$ cat src/rtl/nacf_sqrt_pipe.sv
// ----------------------------------------------------------------------------
// nacf_sqrt_pipe
// pipelined digit-by-digit integer square root, one root bit per stage
// ----------------------------------------------------------------------------
module nacf_sqrt_pipe #(
    parameter int ROOT_W = 30,
    parameter int SB_W   = 1
) (
    input  logic                clk,
    input  logic                rst_n,
    input  logic                en,
    input  logic                in_valid,
    input  logic [2*ROOT_W-1:0] rad,
    input  logic [SB_W-1:0]     in_sb,
    output logic                out_valid,
    output logic [ROOT_W-1:0]   root,
    output logic [SB_W-1:0]     out_sb
);

    localparam int RW = ROOT_W + 3;

    logic                valid_reg [ROOT_W];
    logic [RW-1:0]       rem_reg   [ROOT_W];
    logic [ROOT_W-1:0]   root_reg  [ROOT_W];
    logic [2*ROOT_W-1:0] rad_reg   [ROOT_W];
    logic [SB_W-1:0]     sb_reg    [ROOT_W];

    logic                valid_next [ROOT_W];
    logic [RW-1:0]       rem_next   [ROOT_W];
    logic [ROOT_W-1:0]   root_next  [ROOT_W];
    logic [2*ROOT_W-1:0] rad_next   [ROOT_W];
    logic [SB_W-1:0]     sb_next    [ROOT_W];

    logic [RW-1:0]       src_rem;
    logic [ROOT_W-1:0]   src_root;
    logic [2*ROOT_W-1:0] src_rad;
    logic [RW-1:0]       bring;
    logic [RW-1:0]       trial;
    logic [RW:0]         diff;

    always_comb
    begin
        for (int k = 0; k < ROOT_W; k++)
        begin
            if (k == 0)
            begin
                valid_next[k] = in_valid;
                src_rem       = '0;
                src_root      = '0;
                src_rad       = rad;
                sb_next[k]    = in_sb;
            end
            else
            begin
                valid_next[k] = valid_reg[k-1];
                src_rem       = rem_reg[k-1];
                src_root      = root_reg[k-1];
                src_rad       = rad_reg[k-1];
                sb_next[k]    = sb_reg[k-1];
            end
            bring = {src_rem[RW-3:0], src_rad[2*ROOT_W-1:2*ROOT_W-2]};
            trial = {1'b0, src_root, 2'b01};
            diff  = {1'b0, bring} - {1'b0, trial};
            rad_next[k] = {src_rad[2*ROOT_W-3:0], 2'b00};
            if (!diff[RW])
            begin
                rem_next[k]  = diff[RW-1:0];
                root_next[k] = {src_root[ROOT_W-2:0], 1'b1};
            end
            else
            begin
                rem_next[k]  = bring;
                root_next[k] = {src_root[ROOT_W-2:0], 1'b0};
            end
        end
    end

    always_ff @(posedge clk or negedge rst_n)
    begin
        if (!rst_n)
        begin
            for (int k = 0; k < ROOT_W; k++)
            begin
                valid_reg[k] <= 1'b0;
            end
        end
        else if (en)
        begin
            for (int k = 0; k < ROOT_W; k++)
            begin
                valid_reg[k] <= valid_next[k];
            end
        end
    end

    always_ff @(posedge clk)
    begin
        if (en)
        begin
            for (int k = 0; k < ROOT_W; k++)
            begin
                rem_reg[k]  <= rem_next[k];
                root_reg[k] <= root_next[k];
                rad_reg[k]  <= rad_next[k];
                sb_reg[k]   <= sb_next[k];
            end
        end
    end

    assign out_valid = valid_reg[ROOT_W-1];
    assign root      = root_reg[ROOT_W-1];
    assign out_sb    = sb_reg[ROOT_W-1];

endmodule

$ cat config.mk
export PLATFORM = sky130hd
export DESIGN_NAME = nacf_sqrt_pipe
export DESIGN_NICKNAME = d
export VERILOG_FILES = /design/src/rtl/nacf_sqrt_pipe.sv
export SDC_FILE = /design/constraint.sdc
export NUM_CORES = 2
export LEC_CHECK = 0
export BUFFER_PORTS_ARGS = -buffer_cell sky130_fd_sc_hd__buf_2
export CAP_MARGIN = 20
export CELL_PAD_IN_SITES_DETAIL_PLACEMENT = 0
export CELL_PAD_IN_SITES_GLOBAL_PLACEMENT = 1
export CORE_ASPECT_RATIO = 1.1
export CORE_MARGIN = 1
export CORE_UTILIZATION = 57
export CTS_CLUSTER_DIAMETER = 50
export DETAILED_ROUTE_END_ITERATION = 6
export MAX_ROUTING_LAYER = met4
export PLACE_DENSITY = 0.88
export SETUP_SLACK_MARGIN = 0.02
export SYNTH_ARGS = -nofsm -noshare
export SYNTH_HDL_FRONTEND = slang
export SYNTH_SLANG_ARGS = --single-unit
$ cat constraint.sdc
create_clock -name clk -period 9.3 [get_ports clk]
set_clock_uncertainty 0.05 [all_clocks]
set_input_delay 0.465 -clock clk [delete_from_list [all_inputs] [get_ports clk]]
set_output_delay 0.465 -clock clk [all_outputs]
set_load 0.01 [all_outputs]
### Word level (Yosys, flattened, before mapping)

Memories as Yosys holds them, arrays and structs flattened.
Cells that the tools add are included.

| storage, ports and cells | value |
|---|---|
| RAM bits | 3660 |
| flip-flop bits (word level) | 30 |
| logic and storage cells | 126 |
| output and inout bits | 32 |
| memories kept | 4 |
| input port bits | 65 |

| cells by class | value |
|---|---|
| add/subtract/negate cells | 30 |
| muxes and demuxes | 62 |

Memory list:

| name | depth | width | rd ports | clocked after Yosys merged registers in | wr ports | line | source |
|---|---|---|---|---|---|---|---|
| rad_reg | 30 | 58 | 29 | 0 | 30 | 25 | `logic [2*ROOT_W-1:0] rad_reg [ROOT_W];` |
| rem_reg | 30 | 33 | 29 | 0 | 30 | 23 | `logic [RW-1:0] rem_reg [ROOT_W];` |
| root_reg | 30 | 30 | 30 | 0 | 30 | 24 | `logic [ROOT_W-1:0] root_reg [ROOT_W];` |
| sb_reg | 30 | 1 | 30 | 0 | 30 | 26 | `logic [SB_W-1:0] sb_reg [ROOT_W];` |

Operator list:

| kind | number |
|---|---|
| 33-bit 2-to-1 mux | 30 |
| 33-bit by 32-bit subtractor with 34-bit output | 29 |
| 1-bit 2-to-1 mux | 32 |
| 2-bit by 1-bit subtractor with 3-bit output (second input constant) | 1 |

### Longest topological paths before layout

An unclocked memory read counts as a cell.

| depth | value |
|---|---|
| word-level depth | 3 |
| mapped depth | 15 |
| gate-level depth less buffers | 14 |

### Worst setup path after synthesis

No wires, ideal clock.

| path | value |
|---|---|
| kind | reg-to-reg |
| start | memory rem_reg[1][305] (netlist bit) |
| end | memory rem_reg[1][345] (netlist bit), data pin |
| arrival | 3.324 ns |
| buffers on the path | 2 |
| stages on the path, launching flop included | 12 |
| data required time | 8.990 ns |
| library setup time | 0.260 ns |
| clock period less this slack | 3.634 ns |
| slack | 5.666 ns |
| cell sequence | edfxtp_1 > ha_1 > a21o_1 > a2111oi_2 > a21oi_1 > a221o_1 > a221o_1 > a311o_1 > a211o_1 > buf_2 > buf_6 > mux2_4 |

RTL lines:

| item | line |
|---|---|
| start, declared | 23 |

==> metrics.yaml <==
status: "complete, but fails checks"
syn-num-nets: 8246
synth_most_common_cell: "edfxtp_1"
synthFlopType: "edfxtp_1"
synth_top_area_cell: "edfxtp_1"
violations: "DRC"
start_util_pct: 57.41
hold_ws_ps: 77.22
grt_start_max_net_pins: 186
drt-pass1-iter-count: 7
arrival_ps: 5090
tightest_slew_ps: 1072
fill_cells: 12861
cts_made_buffers: 227
finalCritPeriodShare_pct: 49.04
row_count: 162
area_growth_pct: 11.45
antenna_found_initial: 2
portBuffers: 96
start_kind: "register"
largest_reg_flops: 870
path_delay_family: "compound AO/OA/AOI/OAI gates"
synth_top_cell_area_share_pct: 65.20
cts_tree: "done"
ioPinCount: 97
grt_pass1_wl_mm: 295.9
critPathMaxStageDelay_ps: 580
grt_pass1_vias: 59403
layout_min_cycle_time_ps: 4561
worstPathCellList: "ha_1 > o21ai_0 > a221oi_1 > a41oi_1 > o22ai_1 > a21oi_1 > o31ai_1 > nor2_2 > buf_4 > inv_1 > nand2_1 > a311oi_1 > xor2_1"
multiInputGateArea_um2: 31800
worst-path-buf-inv: 2
gr-total-overflow: 0
place_ws_ps: 4678
cts_root_buf: "clkbuf_16"
drive_gt1_share_pct: 7.932
die_x_um: 405.0
drc: 2
reg2reg_slack_ps: 4740
routed_wl_mm: 185.1
gp_congestion: 0.9204
use_met3_pct: 2.796
drt_iter0_drc: 3511
path_clk_slew_ps: 60
seq_area_frac_synth_pct: 65.94
track_usage_pct: 21.00
synth_area_leaders: "edfxtp_1 (65%), ha_1 (5.7%), xor2_1 (3.0%)"
slowest_stage: "o31ai_1"
wl_per_cell_um: 17.50
post_cts.repair.setup_buffers: 0
setup_viol: 0
synth_area_um2: 101800
max-clock-path-buffers: 3
async_flop_share_pct: 1.339
synthCells: 7717
use_met2_pct: 37.58
fin_nets: 8524
postRouteAntennaNets: 0
relSlewSlack_pct: 28.51
fp.dieH_um: 445.3
clkLatencyLatePin_ps: 860
cap_violations: 0
cts.htree.levels: 4
yosysUniqueCellTypes: 89
p_per_area_nw_per_um2: 245.2
die_area_um2: 180300
ys_top_cells_by_count: "edfxtp_1 (2211), inv_1 (604), nand2_1 (542), nor2_1 (491), ha_1 (464)"
regArea_um2: 67140
grt_most_used_layer: "met2"
slew_violations: 0
viasPerCell: 5.593
tns_ps: 0
ir_drop_mv: 0.2285
hold_path.class: "in2reg"
timing.fmax_ghz: 0.2193
end_kind: "register"
path_class: "reg2reg"
hold_viol_final: 0
leakage_nw: 43.66
crit_required_ps: 9830
synth_edf_count: 2211
clock-sinks: 2241
num_vias: 59164
grt_use_met1_pct: 23.28
yosysWarnings: 0
rsz0062_at_grt: "false"
coreArea_um2: 177400
dp_hpwl_mm: 125.0
avgSynthCellArea_um2: 13.20
path_max_fanout: 43
setup_slack_ps: 4739
synth-seq-cells: 2241
==> metrics by stage <==
| step | area [um2] | std cells | util (%) | power, mW |
|---|---|---|---|---|
| global route | 113500 | 10578 | 63.99 | 29.15 |
| detailed placement | 105200 | 10079 | 59.31 | 18.73 |
| CTS | 113500 | 10572 | 63.98 | 28.03 |
| floorplan | 101800 | 7717 | - | 17.23 |
| finish | 113500 | 10578 | 63.99 | 27.83 |
| global placement | 105200 | 10077 | 59.29 | 18.58 |
==> final timing paths <==
path / end / from / depth (start not counted)
setup / recovery: rem_reg[1][225]$_DFFE_PP_ / rem_reg[1][165]$_DFFE_PP_ / 13
hold / removal: rad_reg[0][20]$_DFFE_PP_ / en / 1
setup reg to reg: rem_reg[1][225]$_DFFE_PP_ / rem_reg[1][165]$_DFFE_PP_ / 13
hold reg to reg: rad_reg[0][204]$_DFFE_PP_ / rad_reg[0][144]$_DFFE_PP_ / 0
max in group asynchronous: valid_next[1]$_DFFE_PN0P_ / rst_n / 2
min in group asynchronous: valid_next[13]$_DFFE_PN0P_ / rst_n / 2
==> power by group <==
| group | internal (mW) | switching, mW | total (mW) |
|---|---|---|---|
| Combinational | 2.23 | 2.94 | 5.17 |
| Clock | 5.35 | 3.85 | 9.20 |
| Sequential | 12.7 | 0.746 | 13.5 |
==> cell usage in the layout, fill, tap and decap left out, drive strengths merged, types with 91 or more instances in the layout <==
master	count
xnor2	301
clkinv	91
nor2	491
nand2	542
nand3	99
nor3	187
ha	464
o21ai	442
o21a	101
clkbuf	276
xor2	353
a21oi	448
inv	623
nand2b	114
a21o	197
edfxtp	2211
buf	144
==> final cells by class <==
cell class                      instances  area share, %
Sequential cell                      2241          59.16
Multi-Input combinational cell       4707          28.02
Clock buffer                          275          5.219
Tap cell                             2378          2.622
Inverter                              608          2.011
Clock inverter                        154          1.514
Timing Repair Buffer                  210          1.440
Antenna cell                            5        0.01102
==> what timing repair did <==
item,in CTS,in global routing
endpoints found under the hold margin,93,0
gates resized for setup,0,0
hold buffers,64,0
==> per-layer routing <==
metal,vias up,part of all wire [%]
met3,486,3.2
met4,0,3.9
met2,1183,53
met1,28416,40
li1,29079,-
met5,-,0
==> kinds of logic (layout without fill, tap and decap cells) <==
kind of cell    Yosys count  in the layout  share of synthesized area (%)
mux                     105            105                          1.153
flops                  2241           2241                          65.94
simple gates           1928           1928                          9.207
fa+ha+maj               464            464                          5.701
other cells               1              6                       0.003683
buf+inv                 769           1247                          2.896
xor+xnor                654            654                          5.625
compound gates         1555           1555                          9.475
(Power assumes the default switching activity.)
