`src/rtl/nacf_div_pipe.sv`:
```
// ----------------------------------------------------------------------------
// nacf_div_pipe
// pipelined restoring divider, one quotient bit per stage, with sideband
// ----------------------------------------------------------------------------
module nacf_div_pipe #(
    parameter int DEN_W = 32,
    parameter int QUO_W = 32,
    parameter int SB_W  = 1
) (
    input  logic                   clk,
    input  logic                   rst_n,
    input  logic                   en,
    input  logic                   in_valid,
    input  logic [QUO_W+DEN_W-1:0] num,
    input  logic [DEN_W-1:0]       den,
    input  logic [SB_W-1:0]        in_sb,
    output logic                   out_valid,
    output logic [QUO_W-1:0]       quo,
    output logic [SB_W-1:0]        out_sb
);

    logic             valid_reg [QUO_W];
    logic [DEN_W-1:0] rem_reg   [QUO_W];
    logic [QUO_W-1:0] word_reg  [QUO_W];
    logic [DEN_W-1:0] den_reg   [QUO_W];
    logic [SB_W-1:0]  sb_reg    [QUO_W];

    logic             valid_next [QUO_W];
    logic [DEN_W-1:0] rem_next   [QUO_W];
    logic [QUO_W-1:0] word_next  [QUO_W];
    logic [DEN_W-1:0] den_next   [QUO_W];
    logic [SB_W-1:0]  sb_next    [QUO_W];

    logic [DEN_W-1:0] src_rem;
    logic [QUO_W-1:0] src_word;
    logic [DEN_W:0]   bring;
    logic [DEN_W+1:0] diff;

    always_comb
    begin
        for (int k = 0; k < QUO_W; k++)
        begin
            if (k == 0)
            begin
                valid_next[k] = in_valid;
                src_rem       = num[QUO_W+DEN_W-1:QUO_W];
                src_word      = num[QUO_W-1:0];
                den_next[k]   = den;
                sb_next[k]    = in_sb;
            end
            else
            begin
                valid_next[k] = valid_reg[k-1];
                src_rem       = rem_reg[k-1];
                src_word      = word_reg[k-1];
                den_next[k]   = den_reg[k-1];
                sb_next[k]    = sb_reg[k-1];
            end
            bring = {src_rem, src_word[QUO_W-1]};
            diff  = {1'b0, bring} - {2'b00, den_next[k]};
            if (!diff[DEN_W+1])
            begin
                rem_next[k]  = diff[DEN_W-1:0];
                word_next[k] = {src_word[QUO_W-2:0], 1'b1};
            end
            else
            begin
                rem_next[k]  = bring[DEN_W-1:0];
                word_next[k] = {src_word[QUO_W-2:0], 1'b0};
            end
        end
    end

    always_ff @(posedge clk or negedge rst_n)
    begin
        if (!rst_n)
        begin
            for (int k = 0; k < QUO_W; k++)
            begin
                valid_reg[k] <= 1'b0;
            end
        end
        else if (en)
        begin
            for (int k = 0; k < QUO_W; k++)
            begin
                valid_reg[k] <= valid_next[k];
            end
        end
    end

    always_ff @(posedge clk)
    begin
        if (en)
        begin
            for (int k = 0; k < QUO_W; k++)
            begin
                rem_reg[k]  <= rem_next[k];
                word_reg[k] <= word_next[k];
                den_reg[k]  <= den_next[k];
                sb_reg[k]   <= sb_next[k];
            end
        end
    end

    assign out_valid = valid_reg[QUO_W-1];
    assign quo       = word_reg[QUO_W-1];
    assign out_sb    = sb_reg[QUO_W-1];

endmodule

```
`config.mk`:
```
export PLATFORM = sky130hd
export DESIGN_NAME = nacf_div_pipe
export DESIGN_NICKNAME = d
export VERILOG_FILES = /design/src/rtl/nacf_div_pipe.sv
export SDC_FILE = /design/constraint.sdc
export NUM_CORES = 2
export LEC_CHECK = 0
export BUFFER_PORTS_ARGS = -buffer_cell sky130_fd_sc_hd__buf_2
export CORE_MARGIN = 1
export CORE_UTILIZATION = 45
export CTS_BUF_LIST = sky130_fd_sc_hd__clkbuf_16
export CTS_CLUSTER_DIAMETER = 150
export CTS_CLUSTER_SIZE = 24
export DETAILED_ROUTE_END_ITERATION = 7
export PLACE_DENSITY_LB_ADDON = 0.3
export SLEW_MARGIN = 20
export SYNTH_ARGS = -nofsm -noshare
export SYNTH_HDL_FRONTEND = slang
export SYNTH_SLANG_ARGS = --single-unit
```
`constraint.sdc`:
```
create_clock -name clk -period 3.37 [get_ports clk]
set_input_delay 0.1685 -clock clk [delete_from_list [all_inputs] [get_ports clk]]
set_output_delay 0.1685 -clock clk [all_outputs]
set_load 0.005 [all_outputs]
```
# == Word level (Yosys, flattened, before mapping) ==
# Memories as Yosys holds them, arrays and structs flattened.
# Index checks and enable logic that the tools add are counted.
# op_classes
n_addsub,32
n_mul,0
div,0
order_cmp,0
n_eq_ne,0
shift,0
mux,66
n_bitwise,0
reduce_logical,0
# op_table
cell,n
$sub 33x32->34,32
$mux 32,32
$mux 1,34
# word_totals
ff_bits,32
latch_bits,0
mem_bits_rw,3104
mem_bits_ro,0
elab_cells,134
n_memories,4
# mem_list
name,depth,word_bits,read_ports,rd_ports_with_merged_regs,wr,line_no,text
den_reg,32,32,31,0,32,25,logic [DEN_W-1:0] den_reg [QUO_W];
rem_reg,32,32,31,0,32,23,logic [DEN_W-1:0] rem_reg [QUO_W];
word_reg,32,32,32,0,32,24,logic [QUO_W-1:0] word_reg [QUO_W];
sb_reg,32,1,32,0,32,26,logic [SB_W-1:0] sb_reg [QUO_W];

# == Longest topological paths before layout ==
# logic_depth
word_depth,2
ltp_mapped,16
ltp_nobuf,15

# == Worst setup path before layout ==
# Ideal clock, no wire load.
# synth_timing
kind,register to register
from,memory word_reg[25][31] (netlist: word_reg[1][319])
to,"memory rem_reg[26][30] (netlist: rem_reg[1][350]), data pin"
t_arrival_ps,3456
required_time_ps,3110
path_slack_ps,-346
path_stages_with_launch,15
n_path_buf,0
period_less_slack_ps,3716
cell_sequence,edfxtp_1 > inv_1 > ha_1 > inv_1 > fa_1 > a211o_1 > a211oi_1 > o31ai_1 > nor4bb_1 > o211a_1 > or4_1 > a31oi_1 > o21ai_0 > xor2_1 > mux2_2
# synth_lines
item,line_no
from (decl),24
to (decl),23

==> results.py <==
metrics = {
    "timing": {
        "finalHoldViolCount": 0,
        "slew-limit-headroom_pct": 31.4,
        "fin_ws_ns": -0.346,
        "fmax_mhz": 269,
        "rsz0062_at_grt": "true",
        "fin_crit_sh_pct": 110,
        "skew_ns": 0.0735,
        "tightest_slew_ns": 1.03,
        "slew_violations": 0,
        "finalSetupViolCount": 284,
        "fin_crit_ns": 3.72,
    },
    "status": {
        "violations": "setup timing",
        "status": "finished with violations",
    },
    "setup_path": {
        "r2r-end": "rem_reg[1][350]",
        "cp-startpoint": "word_reg[1][319]",
        "cp.depth": 14,
        "worstPathArrival_ns": 4.35,
        "cp-end-kind": "flop",
        "reg2reg_depth": 14,
        "start_kind": "flop",
        "worst_path_largest_cell_delay_ns": 0.44,
        "worst-r2r-setup-slack_ns": -0.35,
        "slowest_stage": "or4_4",
        "cp_max_fo": 3,
        "crit_buf_inv": 2,
        "cp_top_family": "compound AO/OA/AOI/OAI gates",
        "endpoint": "rem_reg[1][350]",
        "cp.required_ns": 4.00,
        "crit_path_cell_trace": "inv_1, ha_2, inv_2, fa_2, a211o_1, a211oi_4, o31ai_4, nor4bb_4, o211a_1, or4_4, a31oi_4, o21ai_2, xor2_1, mux2_4",
        "path_class": "reg -> reg",
        "rr_startpoint": "word_reg[1][319]",
    },
    "die": {
        "rows": 214,
        "start_util_pct": 45.3,
        "die_area_um2": 344000,
        "die-height_um": 587,
        "fp.dieW_um": 587,
        "ios": 135,
        "core_um2": 340000,
    },
    "power": {
        "clkPwrFrac_pct": 11.3,
        "p_int_w": 0.113,
        "pwr-share-seq_pct": 34.1,
        "p_sw_w": 0.0645,
        "peakVddDrop_mv": 0.513,
        "report.power.total_w": 0.177,
        "power_density_nw_per_um2": 928,
        "swShare_pct": 36.4,
        "p_comb_share_pct": 54.6,
        "p_leak_nw": 78.3,
    },
    "global_route": {
        "grt_start_max_net_pins": 148,
        "grt_use_total_pct": 18.1,
        "grt_pass1_wl_um": 508000,
        "top_usage_layer": "met2",
        "grtUsageMet1_pct": 22.8,
        "grt_pass1_vias": 98000,
        "grtUsageMet2_pct": 32.7,
        "grt_use_met3_pct": 1.79,
        "antenna_found_initial": 2,
        "grt_overflow": 0,
    },
    "hold_path": {
        "hold_start": "in_valid",
        "hp-class": "in -> reg",
    },
    "placement": {
        "dp_slack_ns": -0.568,
        "dp_hpwl_um": 231000,
        "placed_area_um2": 173000,
        "place.gp.congestion": 0.906,
        "port_buffers": 134,
    },
    "cts": {
        "numClockSinks": 3072,
        "cts_tree": "built",
        "htreeDepth": 4,
        "cts_buffers": 151,
        "clockRootBuffer": "clkbuf_16",
        "clk_pin_slew_ns": 0.09,
        "cts.path.max_buffers": 4,
        "clock_latency_ns": 0.93,
    },
    "routing": {
        "vias": 101000,
        "via_per_inst": 5.23,
        "drt-initial-drc-count": 5909,
        "finalWirelength_um": 337000,
        "drcViolationCount": 0,
        "ant_nets": 0,
        "dr.pass1.iters": 8,
        "avgRoutedWirePerCell_um": 17.4,
    },
    "yosys": {
        "synth_cells": 12500,
        "yosysUniqueCellTypes": 88,
        "yosysTopAreaCell": "edfxtp_1",
        "synth_fp_nets": 13600,
        "syn_area_um2": 154000,
        "yosysSeqAreaShare_pct": 59.8,
        "dominantRegCellSynth": "edfxtp_1",
        "synth-seq-cells": 3072,
        "syn_area_per_cell_um2": 12.3,
        "ys_async_sr_fraction_pct": 1.04,
        "synth_edf_count": 3040,
        "synth-warning-count": 0,
        "yosys-top-cells-area": "edfxtp_1, ha_1, a21oi_1, inv_1, xnor2_1",
        "yosys.area.top_type_share_pct": 59.3,
    },
    "layout": {
        "fillers": 27600,
        "area_growth_pct": 24.2,
        "multi_input_area_um2": 62600,
        "final_area_um2": 191000,
        "seq_area_um2": 92100,
        "largest_register_ffs": 1024,
        "drive_gt1_share_pct": 27.0,
        "nets": 16000,
    },
    "run": {
        "maxCapViolCount": 0,
    },
}
==> how the worst min path moves through the flow <==
stage,endpoint,slack [ns],depth (start not counted)
final,valid_next[30],0.10,3
after global routing,valid_next[30],0.07,3
after CTS,valid_next[30],0.03,3
after detailed placement,out_valid,0.26,1
after global placement,out_valid,0.25,1
after floorplan,out_valid,-0.13,0
==> routing by layer <==
metal / wire length, um / vias up
met5: 0 / -
met3: 11200 / 565
met2: 172000 / 1748
met1: 142000 / 48800
met4: 11800 / 0
li1: - / 50400
==> placed cells by master (no fill, tap or decap), types with 169 or more instances in the layout <==
master / synthesis / final
o21ai_0: 797 / 527
ha_1: 1023 / 934
clkbuf_16: 0 / 203
buf_4: 36 / 1859
nand2_1: 795 / 702
xor2_1: 344 / 338
inv_1: 1274 / 1196
nor2_1: 707 / 585
mux2_2: 366 / 230
o21ai_2: 0 / 169
a21o_1: 453 / 453
dlygate4sd3_1: 0 / 178
edfxtp_1: 3040 / 3040
xnor2_1: 498 / 491
a21oi_1: 1045 / 888
==> Yosys cell counts, types with 33 or more instances <==
library cell,number
o31ai_1,54
a21oi_1,1045
o21bai_1,115
ha_1,1023
nand2b_1,135
and3_1,78
buf_4,36
or2_2,42
nand4_1,105
buf_2,38
clkbuf_1,171
o21a_1,109
nor3_1,105
a21o_1,453
nand2_1,795
a211oi_1,108
a21boi_0,33
inv_1,1274
edfxtp_1,3040
nor2b_1,101
nand3_1,156
xor2_1,344
nor2_1,707
a31oi_1,97
o211ai_1,43
o21ai_0,797
xnor2_1,498
and2_1,61
mux2_2,366
==> repair_timing <==
action | in CTS | in global routing
resized for setup | 565 | 1393
pin swaps | 238 | 579
endpoints found under the hold margin | 299 | 0
hold buffers | 179 | 0
buffers inserted | 144 | 249
cloned | 34 | 61
setup endpoints to repair | 905 | 967
==> layout make-up <==
class / count / share of cell area, %
antenna: 4 / 0.00524
clock buffer: 154 / 2.02
clock inverter: 21 / 0.117
inverter: 1275 / 2.53
multi-input combinational: 7868 / 32.8
sequential: 3072 / 48.2
tap: 4536 / 2.97
timing repair buffer: 2465 / 11.4
==> worst min-delay path, delay by kind of cell <==
| family | cells | cell delay, ns |
|---|---|---|
| mux | 1 | 0.13 |
| buf+inv | 2 | 0.65 |
==> through the flow <==
stage,utilization [%],setup TNS (ns),hold WS (ns),cells
finish,56.2,-45.22,0.100,19400
CTS,53.9,-51.56,0.0262,19100
global placement,50.9,-176.07,0.248,18600
floorplan,-,-0.0928,-0.127,12500
detailed placement,50.9,-206.79,0.257,18600
global route,56.2,-99.16,0.0709,19400
==> cell families (layout without fill, tap and decap cells) <==
family	count (synthesis)	after routing	synth area share (%)
AOI/OAI and AO/OA	3182	3185	12.8
xor gates and xnor gates	842	842	4.79
adders and majority gates	1054	1054	8.72
buffers and inverters	1543	3915	3.88
DFF	3072	3072	59.8
muxes	392	392	2.85
other	0	4	0
and+or+nand+nor	2395	2395	7.17
==> power by group through the flow <==
stage	Sequential, W	Clock [W]	Combinational, W
6_report	0.0605	0.0200	0.0968
5_1_grt	0.0613	0.0220	0.105
4_1_cts	0.0602	0.0209	0.0841
3_5_place_dp	0.0609	0	0.0769
3_3_place_gp	0.0609	0	0.0761
2_1_floorplan	0.0581	0	0.0522
No activity file was read; power rests on OpenSTA's default activity.
